File: src/rtl/cua_pkg.sv
// Shared types and constants for the CPU utilization averager.
`timescale 1ns / 1ps
package cua_pkg;

	localparam int TIME_W     = 63;            // counter width
	localparam int DVS_W      = 64;            // divisor and delta-sum width
	localparam int DVD_W      = DVS_W + 7;     // dividend width, holds delta * 100
	localparam int CNT_W      = $clog2(DVD_W + 1);
	localparam int Q_W        = 10;            // quotient bits kept before saturation
	localparam int SYS_W      = 7;
	localparam int PROC_W     = 10;
	localparam int PROC_MAX   = 1023;
	localparam int CFG_W      = 32;
	localparam int CFG_IDX_W  = 1;
	localparam int WINDOW_DEF = 5;
	localparam logic [CFG_W-1:0] MIN_INTERVAL_RST = 32'd2000000;

	localparam logic [CFG_IDX_W-1:0] REG_MIN_INTERVAL = 1'd0;
	localparam logic [CFG_IDX_W-1:0] REG_SYS_PRESENT  = 1'd1;

	typedef enum logic [3:0] {
		ST_IDLE,
		ST_DELTA,
		ST_SUMS,
		ST_DECIDE,
		ST_SETUP,
		ST_MUL1,
		ST_MUL2,
		ST_AVG_LOAD,
		ST_DIV,
		ST_STORE,
		ST_RING,
		ST_SWEEP,
		ST_FINISH
	} state_t;

	// Which quantity the shared divider is working on
	typedef enum logic [1:0] {
		OP_SYS,
		OP_PROC,
		OP_AVG_S,
		OP_AVG_P
	} op_t;

	typedef struct packed {
		logic capture;
		logic delta;
		logic sums;
		logic base_commit;
		logic commit_prev;
		logic setup;
		logic mul1;
		logic mul2;
		logic avg_load;
		logic div_step;
		logic store;
		logic ring_write;
		logic sweep_step;
		logic out_load;
		logic out_updated;
		op_t  op;
	} dp_cmd_t;

	typedef struct packed {
		logic baseline;
		logic throttle;
		logic div_last;
		logic sweep_last;
		logic out_free;
	} dp_stat_t;

endpackage

File: src/rtl/cua_div.sv
// Restoring serial divider, one quotient bit per cycle while step is high, saturating quotient.
`timescale 1ns / 1ps
module cua_div import cua_pkg::*; (
	input  logic             clk,
	input  logic             arst_n,
	input  logic             load,
	input  logic             step,
	input  logic [DVD_W-1:0] dividend,
	input  logic [DVS_W-1:0] divisor,
	input  logic [CNT_W-1:0] count,
	output logic             last,
	output logic [Q_W-1:0]   quot
);

	logic [CNT_W-1:0] cnt_q;
	logic [DVD_W-1:0] dvd_q;
	logic [DVS_W-1:0] dvs_q;
	logic [DVS_W-1:0] rem_q;
	logic [Q_W-1:0]   q_q;
	logic             ovf_q;

	logic [DVS_W:0]   rem_sh;
	logic [DVS_W+1:0] diff;
	logic             ge;

	assign rem_sh = {rem_q, dvd_q[DVD_W-1]};
	assign diff   = {1'b0, rem_sh} - {2'b00, dvs_q};
	assign ge     = ~diff[DVS_W+1];
	assign last   = (cnt_q == CNT_W'(1));
	assign quot   = ovf_q ? Q_W'(PROC_MAX) : q_q;

	always_ff @(posedge clk or negedge arst_n) begin
		if (!arst_n) begin
			cnt_q <= '0;
		end else if (load) begin
			cnt_q <= count;
		end else if (step) begin
			cnt_q <= cnt_q - CNT_W'(1);
		end
	end

	always_ff @(posedge clk) begin
		if (load) begin
			dvd_q <= dividend;
			dvs_q <= divisor;
			rem_q <= '0;
			q_q   <= '0;
			ovf_q <= 1'b0;
		end else if (step) begin
			dvd_q <= {dvd_q[DVD_W-2:0], 1'b0};
			rem_q <= ge ? diff[DVS_W-1:0] : rem_sh[DVS_W-1:0];
			q_q   <= {q_q[Q_W-2:0], ge};
			// a bit shifted out of the kept quotient means saturate
			ovf_q <= ovf_q | q_q[Q_W-1];
		end
	end

endmodule

File: src/rtl/cua_dpath.sv
// Datapath: sample and baseline counters, deltas, rings, averaging, result register.
`timescale 1ns / 1ps
module cua_dpath import cua_pkg::*; #(
	parameter int WINDOW = WINDOW_DEF
) (
	input  logic              clk,
	input  logic              arst_n,
	input  dp_cmd_t           cmd,
	output dp_stat_t          stat,
	input  logic [TIME_W-1:0] wall_time,
	input  logic [TIME_W-1:0] idle_time,
	input  logic [TIME_W-1:0] kernel_time,
	input  logic [TIME_W-1:0] user_time,
	input  logic [TIME_W-1:0] proc_kernel_time,
	input  logic [TIME_W-1:0] proc_user_time,
	input  logic              cfg_write,
	input  logic [CFG_IDX_W-1:0] cfg_index,
	input  logic [CFG_W-1:0]  cfg_data,
	input  logic              out_ready,
	output logic              out_valid,
	output logic [SYS_W-1:0]  system_usage,
	output logic [PROC_W-1:0] process_usage,
	output logic              updated
);

	localparam int SLOT_W = (WINDOW > 1) ? $clog2(WINDOW) : 1;
	localparam int FILL_W = $clog2(WINDOW + 1);
	localparam int SUM_W  = $clog2(WINDOW * PROC_MAX + 1);

	// configuration
	logic [CFG_W-1:0] min_interval_q;
	logic             sys_present_q;

	// captured sample
	logic [TIME_W-1:0] smp_wall_q, smp_idle_q, smp_kern_q, smp_user_q, smp_pk_q, smp_pu_q;
	// baseline
	logic [TIME_W-1:0] prev_wall_q, prev_idle_q, prev_kern_q, prev_user_q, prev_pk_q, prev_pu_q;
	// deltas
	logic [TIME_W-1:0] d_wall_q, d_idle_q, d_kern_q, d_user_q, d_pk_q, d_pu_q;
	logic [DVS_W-1:0]  sys_q, pd_q;

	// divider operands
	logic [DVS_W-1:0]  num_q;
	logic [DVS_W-1:0]  div_by_q;
	logic              zero_q;
	logic [DVD_W-1:0]  prod_q;

	logic [SYS_W-1:0]  sys_pct_q, last_sys_q;
	logic [PROC_W-1:0] proc_pct_q, last_proc_q;

	logic [SYS_W-1:0]  sys_ring_q  [WINDOW];
	logic [PROC_W-1:0] proc_ring_q [WINDOW];
	logic [SLOT_W-1:0] slot_q;
	logic [FILL_W-1:0] fill_q;
	logic [FILL_W-1:0] idx_q;
	logic [SUM_W-1:0]  ssum_q, psum_q;

	logic [SYS_W-1:0]  res_sys_q;
	logic [PROC_W-1:0] res_proc_q;
	logic              res_upd_q;
	logic              out_valid_q;

	logic [DVS_W:0]    idle_sub;
	logic              div_load;
	logic [DVD_W-1:0]  div_dividend;
	logic [DVS_W-1:0]  div_divisor;
	logic [CNT_W-1:0]  div_count;
	logic [SUM_W-1:0]  sum_sel;
	logic [Q_W-1:0]    quot;
	logic              div_last;

	assign idle_sub = {1'b0, sys_q} - {2'b00, d_idle_q};

	// configuration writes
	always_ff @(posedge clk or negedge arst_n) begin
		if (!arst_n) begin
			min_interval_q <= MIN_INTERVAL_RST;
			sys_present_q  <= 1'b1;
		end else if (cfg_write) begin
			case (cfg_index)
				REG_MIN_INTERVAL: min_interval_q <= cfg_data;
				REG_SYS_PRESENT:  sys_present_q  <= cfg_data[0];
				default: ;
			endcase
		end
	end

	// sample capture, deltas and operand setup
	always_ff @(posedge clk) begin
		if (cmd.capture) begin
			smp_wall_q <= wall_time;
			smp_idle_q <= sys_present_q ? idle_time   : '0;
			smp_kern_q <= sys_present_q ? kernel_time : '0;
			smp_user_q <= sys_present_q ? user_time   : '0;
			smp_pk_q   <= proc_kernel_time;
			smp_pu_q   <= proc_user_time;
		end
		if (cmd.delta) begin
			d_wall_q <= smp_wall_q - prev_wall_q;
			d_idle_q <= smp_idle_q - prev_idle_q;
			d_kern_q <= smp_kern_q - prev_kern_q;
			d_user_q <= smp_user_q - prev_user_q;
			d_pk_q   <= smp_pk_q - prev_pk_q;
			d_pu_q   <= smp_pu_q - prev_pu_q;
		end
		if (cmd.sums) begin
			sys_q <= {1'b0, d_user_q} + {1'b0, d_kern_q};
			pd_q  <= {1'b0, d_pu_q} + {1'b0, d_pk_q};
		end
		if (cmd.setup) begin
			if (cmd.op == OP_SYS) begin
				num_q    <= idle_sub[DVS_W-1:0];
				div_by_q <= sys_q;
				// idle above the kernel+user total gives zero, as does an empty total
				zero_q   <= (sys_q == '0) | idle_sub[DVS_W];
			end else begin
				num_q    <= pd_q;
				div_by_q <= {1'b0, d_wall_q};
				zero_q   <= (d_wall_q == '0);
			end
		end
		if (cmd.mul1) begin
			prod_q <= {1'b0, num_q, 6'b0} + {2'b0, num_q, 5'b0};
		end
	end

	// baseline counters
	always_ff @(posedge clk or negedge arst_n) begin
		if (!arst_n) begin
			prev_wall_q <= '0;
			prev_idle_q <= '0;
			prev_kern_q <= '0;
			prev_user_q <= '0;
			prev_pk_q   <= '0;
			prev_pu_q   <= '0;
		end else if (cmd.base_commit || cmd.commit_prev) begin
			prev_wall_q <= smp_wall_q;
			prev_idle_q <= smp_idle_q;
			prev_kern_q <= smp_kern_q;
			prev_user_q <= smp_user_q;
			prev_pk_q   <= smp_pk_q;
			prev_pu_q   <= smp_pu_q;
		end
	end

	assign stat.baseline = (prev_wall_q == '0);
	assign stat.throttle = (d_wall_q < {{(TIME_W-CFG_W){1'b0}}, min_interval_q});

	// shared divider: delta*100/total for percentages, sum/fill for means
	assign sum_sel  = (cmd.op == OP_AVG_S) ? ssum_q : psum_q;
	assign div_load = cmd.mul2 | cmd.avg_load;

	always_comb begin
		if (cmd.mul2) begin
			div_dividend = prod_q + {5'b0, num_q, 2'b0};
			div_divisor  = div_by_q;
			div_count    = CNT_W'(DVD_W);
		end else begin
			div_dividend = {sum_sel, {(DVD_W-SUM_W){1'b0}}};
			div_divisor  = DVS_W'(fill_q);
			div_count    = CNT_W'(SUM_W);
		end
	end

	cua_div u_div (
		.clk      (clk),
		.arst_n   (arst_n),
		.load     (div_load),
		.step     (cmd.div_step),
		.dividend (div_dividend),
		.divisor  (div_divisor),
		.count    (div_count),
		.last     (div_last),
		.quot     (quot)
	);

	assign stat.div_last = div_last;

	always_ff @(posedge clk) begin
		if (cmd.store) begin
			case (cmd.op)
				OP_SYS:  sys_pct_q  <= zero_q ? '0 : quot[SYS_W-1:0];
				OP_PROC: proc_pct_q <= zero_q ? '0 : quot;
				default: ;
			endcase
		end
	end

	always_ff @(posedge clk or negedge arst_n) begin
		if (!arst_n) begin
			last_sys_q  <= '0;
			last_proc_q <= '0;
		end else if (cmd.base_commit) begin
			last_sys_q  <= '0;
			last_proc_q <= '0;
		end else if (cmd.store) begin
			case (cmd.op)
				OP_AVG_S: last_sys_q  <= quot[SYS_W-1:0];
				OP_AVG_P: last_proc_q <= quot;
				default: ;
			endcase
		end
	end

	// rings share one write slot
	always_ff @(posedge clk) begin
		if (cmd.ring_write) begin
			sys_ring_q[slot_q]  <= sys_pct_q;
			proc_ring_q[slot_q] <= proc_pct_q;
		end
	end

	always_ff @(posedge clk or negedge arst_n) begin
		if (!arst_n) begin
			slot_q <= '0;
			fill_q <= '0;
		end else if (cmd.ring_write) begin
			slot_q <= (slot_q == SLOT_W'(WINDOW - 1)) ? '0 : slot_q + SLOT_W'(1);
			if (fill_q < FILL_W'(WINDOW)) begin
				fill_q <= fill_q + FILL_W'(1);
			end
		end
	end

	// sweep the filled entries, one per cycle
	always_ff @(posedge clk) begin
		if (cmd.ring_write) begin
			idx_q  <= '0;
			ssum_q <= '0;
			psum_q <= '0;
		end else if (cmd.sweep_step) begin
			idx_q  <= idx_q + FILL_W'(1);
			ssum_q <= ssum_q + SUM_W'(sys_ring_q[idx_q[SLOT_W-1:0]]);
			psum_q <= psum_q + SUM_W'(proc_ring_q[idx_q[SLOT_W-1:0]]);
		end
	end

	assign stat.sweep_last = (FILL_W'(idx_q + FILL_W'(1)) == fill_q);

	// result register
	always_ff @(posedge clk or negedge arst_n) begin
		if (!arst_n) begin
			out_valid_q <= 1'b0;
		end else if (cmd.out_load) begin
			out_valid_q <= 1'b1;
		end else if (out_ready) begin
			out_valid_q <= 1'b0;
		end
	end

	always_ff @(posedge clk) begin
		if (cmd.out_load) begin
			res_sys_q  <= last_sys_q;
			res_proc_q <= last_proc_q;
			res_upd_q  <= cmd.out_updated;
		end
	end

	assign stat.out_free  = ~out_valid_q | out_ready;
	assign out_valid      = out_valid_q;
	assign system_usage   = res_sys_q;
	assign process_usage  = res_proc_q;
	assign updated        = res_upd_q;

endmodule

File: src/rtl/cua_ctrl.sv
// Controller: one sample's deltas, then unless baseline/throttled: divides, ring, means.
`timescale 1ns / 1ps
module cua_ctrl import cua_pkg::*; (
	input  logic     clk,
	input  logic     arst_n,
	input  logic     in_valid,
	output logic     in_ready,
	input  dp_stat_t stat,
	output dp_cmd_t  cmd
);

	state_t state_q, state_d;
	op_t    op_q, op_d;
	logic   upd_q, upd_d;

	always_ff @(posedge clk or negedge arst_n) begin
		if (!arst_n) begin
			state_q <= ST_IDLE;
			op_q    <= OP_SYS;
			upd_q   <= 1'b0;
		end else begin
			state_q <= state_d;
			op_q    <= op_d;
			upd_q   <= upd_d;
		end
	end

	// next state
	always_comb begin
		state_d = state_q;
		op_d    = op_q;
		upd_d   = upd_q;
		case (state_q)
			ST_IDLE: begin
				if (in_valid) begin
					state_d = ST_DELTA;
				end
			end
			ST_DELTA: state_d = ST_SUMS;
			ST_SUMS:  state_d = ST_DECIDE;
			ST_DECIDE: begin
				if (stat.baseline || stat.throttle) begin
					upd_d   = 1'b0;
					state_d = ST_FINISH;
				end else begin
					upd_d   = 1'b1;
					op_d    = OP_SYS;
					state_d = ST_SETUP;
				end
			end
			ST_SETUP:    state_d = ST_MUL1;
			ST_MUL1:     state_d = ST_MUL2;
			ST_MUL2:     state_d = ST_DIV;
			ST_AVG_LOAD: state_d = ST_DIV;
			ST_DIV: begin
				if (stat.div_last) begin
					state_d = ST_STORE;
				end
			end
			ST_STORE: begin
				case (op_q)
					OP_SYS: begin
						op_d    = OP_PROC;
						state_d = ST_SETUP;
					end
					OP_PROC:  state_d = ST_RING;
					OP_AVG_S: begin
						op_d    = OP_AVG_P;
						state_d = ST_AVG_LOAD;
					end
					default:  state_d = ST_FINISH;
				endcase
			end
			ST_RING: state_d = ST_SWEEP;
			ST_SWEEP: begin
				if (stat.sweep_last) begin
					op_d    = OP_AVG_S;
					state_d = ST_AVG_LOAD;
				end
			end
			ST_FINISH: begin
				if (stat.out_free) begin
					state_d = ST_IDLE;
				end
			end
			default: state_d = ST_IDLE;
		endcase
	end

	// commands
	always_comb begin
		cmd      = '0;
		cmd.op   = op_q;
		in_ready = 1'b0;
		case (state_q)
			ST_IDLE: begin
				in_ready    = 1'b1;
				cmd.capture = in_valid;
			end
			ST_DELTA: cmd.delta = 1'b1;
			ST_SUMS:  cmd.sums  = 1'b1;
			ST_DECIDE: begin
				if (stat.baseline) begin
					cmd.base_commit = 1'b1;
				end else if (!stat.throttle) begin
					cmd.commit_prev = 1'b1;
				end
			end
			ST_SETUP:    cmd.setup      = 1'b1;
			ST_MUL1:     cmd.mul1       = 1'b1;
			ST_MUL2:     cmd.mul2       = 1'b1;
			ST_AVG_LOAD: cmd.avg_load   = 1'b1;
			ST_DIV:      cmd.div_step   = 1'b1;
			ST_STORE:    cmd.store      = 1'b1;
			ST_RING:     cmd.ring_write = 1'b1;
			ST_SWEEP:    cmd.sweep_step = 1'b1;
			ST_FINISH: begin
				cmd.out_load    = stat.out_free;
				cmd.out_updated = upd_q;
			end
			default: ;
		endcase
	end

endmodule

File: src/rtl/cpu_utilization_averager.sv
// CPU utilization averager: top level joining controller and datapath.
// One sample is taken at a time; in_ready is high only while the block is idle,
// and a finished result waits in the output register so the next sample can be
// taken before it is read. A baseline or throttled sample goes through the delta,
// sum and decide states to the finish state, which loads the result once the
// output register is free. A computed sample also runs both percentages through
// the single shared restoring divider, writes the rings, sweeps the fill entries in
// use (at most WINDOW) and divides each ring sum, SUM_W bits wide (13 bits for
// WINDOW = 5), by fill in the same divider to get the means.
`timescale 1ns / 1ps
module cpu_utilization_averager import cua_pkg::*; #(
	parameter int WINDOW = WINDOW_DEF
) (
	input  logic                 clk,
	input  logic                 arst_n,
	input  logic                 in_valid,
	output logic                 in_ready,
	input  logic [TIME_W-1:0]    wall_time,
	input  logic [TIME_W-1:0]    idle_time,
	input  logic [TIME_W-1:0]    kernel_time,
	input  logic [TIME_W-1:0]    user_time,
	input  logic [TIME_W-1:0]    proc_kernel_time,
	input  logic [TIME_W-1:0]    proc_user_time,
	output logic                 out_valid,
	input  logic                 out_ready,
	output logic [SYS_W-1:0]     system_usage,
	output logic [PROC_W-1:0]    process_usage,
	output logic                 updated,
	input  logic                 cfg_write,
	input  logic [CFG_IDX_W-1:0] cfg_index,
	input  logic [CFG_W-1:0]     cfg_data
);

	dp_cmd_t  cmd;
	dp_stat_t stat;

	cua_ctrl u_ctrl (
		.clk      (clk),
		.arst_n   (arst_n),
		.in_valid (in_valid),
		.in_ready (in_ready),
		.stat     (stat),
		.cmd      (cmd)
	);

	cua_dpath #(
		.WINDOW (WINDOW)
	) u_dpath (
		.clk              (clk),
		.arst_n           (arst_n),
		.cmd              (cmd),
		.stat             (stat),
		.wall_time        (wall_time),
		.idle_time        (idle_time),
		.kernel_time      (kernel_time),
		.user_time        (user_time),
		.proc_kernel_time (proc_kernel_time),
		.proc_user_time   (proc_user_time),
		.cfg_write        (cfg_write),
		.cfg_index        (cfg_index),
		.cfg_data         (cfg_data),
		.out_ready        (out_ready),
		.out_valid        (out_valid),
		.system_usage     (system_usage),
		.process_usage    (process_usage),
		.updated          (updated)
	);

endmodule

File: config.mk
export PLATFORM = sky130hd
export DESIGN_NAME = cpu_utilization_averager
export DESIGN_NICKNAME = d
export VERILOG_FILES = /design/src/rtl/cua_pkg.sv /design/src/rtl/cua_div.sv /design/src/rtl/cua_dpath.sv /design/src/rtl/cua_ctrl.sv /design/src/rtl/cpu_utilization_averager.sv
export SDC_FILE = /design/constraint.sdc
export NUM_CORES = 2
export LEC_CHECK = 0
export BUFFER_PORTS_ARGS = -buffer_cell sky130_fd_sc_hd__buf_2
export CAP_MARGIN = 20
export CORE_ASPECT_RATIO = 0.75
export CORE_UTILIZATION = 47
export DETAILED_ROUTE_END_ITERATION = 8
export SYNTH_ARGS = -nofsm -noshare
export SYNTH_HDL_FRONTEND = slang
export SYNTH_SLANG_ARGS = --single-unit
File: constraint.sdc
create_clock -name clk -period 36 [get_ports clk]
set_clock_uncertainty 0.05 [all_clocks]
set_input_delay 7.2 -clock clk [delete_from_list [all_inputs] [get_ports clk]]
set_output_delay 7.2 -clock clk [all_outputs]
set_load 0.1 [all_outputs]
==> Flow_metrics.wiki <==
{| class="wikitable"
! Metric !! Value
|-
| Status || complete, no violations
|-
| Net switching power of the design || 5.353 mW
|-
| Worst setup endpoint || u_dpath.smp_kern_q[30]$_SDFFCE_PN0P_
|-
| Post-route core utilization || 52.31%
|-
| Post-synthesis register bit count || 1,888
|-
| Remaining antenna violation count after routing || 0
|-
| EDFF count, synth || approximately 1,300
|-
| Pre-CTS WS || roughly 25 ns
|-
| Type of element capturing the critical path || register
|-
| Root Buffer || clkbuf_16
|-
| Clock slew seen by the registers of the worst setup and hold paths || 0.06 ns
|-
| Total Nets Final || roughly 12,000
|-
| Setup slack of the worst register-to-register path || roughly 29 ns
|-
| Buffers inserted by post-CTS timing repair || 0
|-
| Hold/Removal Path Class || reg2reg
|-
| PD cells || ~100 nW/µm²
|-
| Startpoint type of the worst setup path || input pin
|-
| CTS max path bufs || 4
|-
| Length in cells of the worst reg-to-reg path || 10
|-
| Total Wirelength || about 320,000 µm
|-
| Total grt overflow || 0
|-
| Starting density of the core || between 40% and 50%
|-
| Number of remaining DRC errors || 0
|-
| Cell types with the highest counts after synthesis || edfxtp_1 (1,332), nand2_1 (1,056), o21ai_0 (895), a21oi_1 (821), ha_1 (811)
|-
| Pins over their slew limit || 0
|-
| Number of buffers added by the clock tree synthesis step || between 150 and 200
|-
| Share of the synthesized area in the top cell type || between 30 and 40%
|-
| Yosys warning total || 0
|-
| Standard-cell rows || around 150
|-
| Clock tree from TritonCTS || built
|-
| Number of failing setup endpoints in the final timing report || 0
|-
| Clk sink count || between 1,500 and 2,000
|-
| Die outline height || about 420 µm
|-
| Category of the most critical setup path || in2reg
|-
| Maximum vdd ir drop || 49.15 µV
|-
| Actual slew at the worst max-slew pin || ~1.1 ns
|-
| Vias in the first global route || ~77,000
|-
| Number of cells after detailed placement || between 10,000 and 15,000
|-
| Fin worst setup slack || roughly 26 ns
|-
| Fraction of layout instances using a drive strength above 1 || 9.475%
|-
| Portion of total power attributed to sequential cells || about a third
|-
| Maximum number of pins on one net before global-route repair || between 200 and 300
|-
| Reg2reg start || u_ctrl.state_q[0]$_DFFE_PN0P_
|-
| Crit path max fanout || 84
|-
| Router iterations before antenna repair || 7
|-
| DRT iter0 DRCs || a little over 8,000
|-
| Number of maximum-capacitance violations || 0
|-
| Area post-placement || ~110,000 µm²
|-
| Worst setup startpoint || in_valid
|-
| Most frequently used cell type in the post-synthesis netlist || edfxtp_1
|-
| Layout overhead on the synthesized area || 10.44%
|-
| Mean cell area of the mapped netlist || approximately 10 µm²
|-
| Max-slew headroom at the worst pin || between 20% and 30%
|-
| Number of placed I/O pins || approximately 440
|-
| Number of vias per cell || 5.751
|-
| Die extent in x || between 500 and 600 µm
|-
| Endpoints failing hold || 0
|-
| DR WL/cell || about 22 µm
|-
| Placer's final routability congestion estimate || 0.9670
|-
| Data arrival time of the worst path || approximately 11 ns
|-
| H-tree levels || 4
|-
| Power Internal || 6.918 mW
|-
| Proportion of power drawn by combinational gates || slightly above 50%
|-
| Number of antenna violations at the first check in global routing || 18
|-
| Synth Flop Type || edfxtp_1
|-
| Area of all placed cells without fillers || approximately 120,000 µm²
|-
| Number of buffers inserted for hold repair after clock tree synthesis || 0
|-
| Sw frac || approximately 44%
|-
| Core outline area || between 200,000 and 250,000 µm²
|-
| Clock share of power || 17.2%
|-
| Fraction of registers with async set or reset after synthesis || 23.78%
|-
| Biggest area consumer among synthesized cells || edfxtp_1
|-
| Fin crit period || around 10 ns
|-
| Final worst path period share || 28.45%
|-
| Number of port buffers || roughly 440
|-
| Final instance count without filler cells || between 10,000 and 15,000
|-
| Sequential area share after synthesis || between 40% and 50%
|-
| Total negative slack for setup checks || 0 ns
|-
| Mapped Cells || between 10,000 and 15,000
|-
| Main area contributors after synthesis || edfxtp_1 (36%), dfrtp_1 (10%), ha_1 (9.2%)
|-
| Floorplan die area || 235,800 µm²
|-
| First-pass GRT wire length || around 480,000 µm
|-
| Hold path startpoint || u_dpath.last_sys_q[4]$_DFFE_PN0P_
|-
| Synth unique cells || 106
|-
| Hold slack || 0.4024 ns
|-
| Critical path data required time || ~36 ns
|-
| Mapped cell area || between 100,000 and 150,000 µm²
|-
| Final Power || around 12 mW
|-
| Clock latency reported for the late side of the worst-skew pair || roughly 0.89 ns
|-
| Count of cells resized by post-cts repair || 0
|-
| RSZ-0062 raised after global routing || false
|-
| Total half-perimeter wirelength after legalization and detailed placement || ~250,000 µm
|-
| Nets in the synthesized netlist || 11,925
|-
| Max Freq || just under 100 MHz
|-
| LEAKAGE || about 50 nW
|-
| GRT Resource Usage Total || 26.27%
|-
| Total number of vias || 81,713
|-
| Worst reg2reg endpoint || u_dpath.prev_user_q[62]$_DFFE_PN0P_
|}
==> layout by cell type (no fill, tap or decap), types with 74 or more instances in the layout <==
cell type | Yosys | routed
nand4_1 | 180 | 180
nor2b_1 | 111 | 110
nor2_1 | 460 | 456
nand2_1 | 1056 | 1055
a31oi_1 | 84 | 84
dfrtp_1 | 441 | 441
xor2_1 | 286 | 286
buf_2 | 16 | 434
o21bai_1 | 139 | 139
edfxtp_1 | 1332 | 1332
xnor2_1 | 448 | 448
dfxtp_1 | 107 | 107
mux2_2 | 142 | 142
nor4_1 | 76 | 74
o21a_1 | 89 | 89
a21o_1 | 541 | 541
nand2b_1 | 88 | 88
and2_1 | 233 | 232
ha_1 | 811 | 810
nand3_1 | 152 | 152
o21ai_1 | 92 | 92
nor3_1 | 105 | 101
and3_1 | 122 | 121
o21ai_0 | 895 | 895
a21oi_1 | 821 | 820
inv_1 | 745 | 743
clkbuf_16 | 0 | 202
==> critical path, cell delays in order <==
cell and delay, ns:
buf_2 0.14, and2_4 0.46, buf_4 0.53, buf_4 0.58
buf_4 0.66, buf_4 0.86
==> cell families (layout without fill, tap and decap cells) <==
| kind of cell | count (synthesis) | in the layout | synth area share [%] |
|---|---|---|---|
| DFF | 1888 | 1888 | 48.58 |
| adders and majority gates | 825 | 825 | 9.489 |
| other | 0 | 6 | 0 |
| AOI/OAI and AO/OA | 3136 | 3136 | 17.79 |
| muxes | 227 | 227 | 2.423 |
| xor gates and xnor gates | 734 | 734 | 5.850 |
| and+or+nand+nor | 2696 | 2696 | 11.72 |
| buffers and inverters | 1178 | 1597 | 4.143 |
==> final cells by class <==
cell class	count	area [µm²]
Sequential cell	1888	53390
Inverter	746	2803
Fill cell	20904	110700
Clock inverter	93	1069
Multi-Input combinational cell	7618	52050
Antenna cell	6	15.01
Tap cell	3100	3879
Timing Repair Buffer	489	2666
Clock buffer	269	5487
==> flip-flops by register name (all words and copies together) (netlist names), 64 cells and up, named ones only <==
register	cells
u_dpath.div_by_q	64
u_dpath.num_q	64
u_dpath.pd_q	64
u_dpath.prod_q	66
u_dpath.sys_q	64
u_dpath.u_div.dvd_q	69
u_dpath.u_div.dvs_q	64
u_dpath.u_div.rem_q	64
==> power by group through the flow <==
stage | sequential, mW | clock, mW | combinational [mW]
5_1_grt | 3.92 | 2.23 | 6.87
6_report | 3.87 | 2.11 | 6.29
2_1_floorplan | 3.83 | 0 | 4.35
3_3_place_gp | 3.89 | 0 | 6.13
4_1_cts | 3.87 | 2.15 | 6.22
3_5_place_dp | 3.90 | 0 | 6.17
==> how the worst min path moves through the flow <==
stage / endpoint / slack (ns) / cells past startpoint
floorplan: u_dpath.system_usage[0]$_DFFE_PP_ / 0.37 / 0
global placement: u_dpath.system_usage[6]$_DFFE_PP_ / 0.39 / 0
detailed placement: u_dpath.system_usage[4]$_DFFE_PP_ / 0.39 / 0
CTS: u_dpath.process_usage[6]$_DFFE_PP_ / 0.41 / 0
global route: u_dpath.system_usage[6]$_DFFE_PP_ / 0.42 / 0
finish: u_dpath.system_usage[4]$_DFFE_PP_ / 0.40 / 0
==> per-layer routing <==
metal | share of wire (%) | up-vias | GRT usage (%)
met3 | 6.1 | 363 | 3.219
met4 | 2.0 | 4 | 5.352
met2 | 41 | 2497 | 37.79
met5 | 0.0086 | - | 0
met1 | 51 | 39651 | 41.90
li1 | - | 39198 | -
Note: power is estimated with default switching activity, not from simulation.
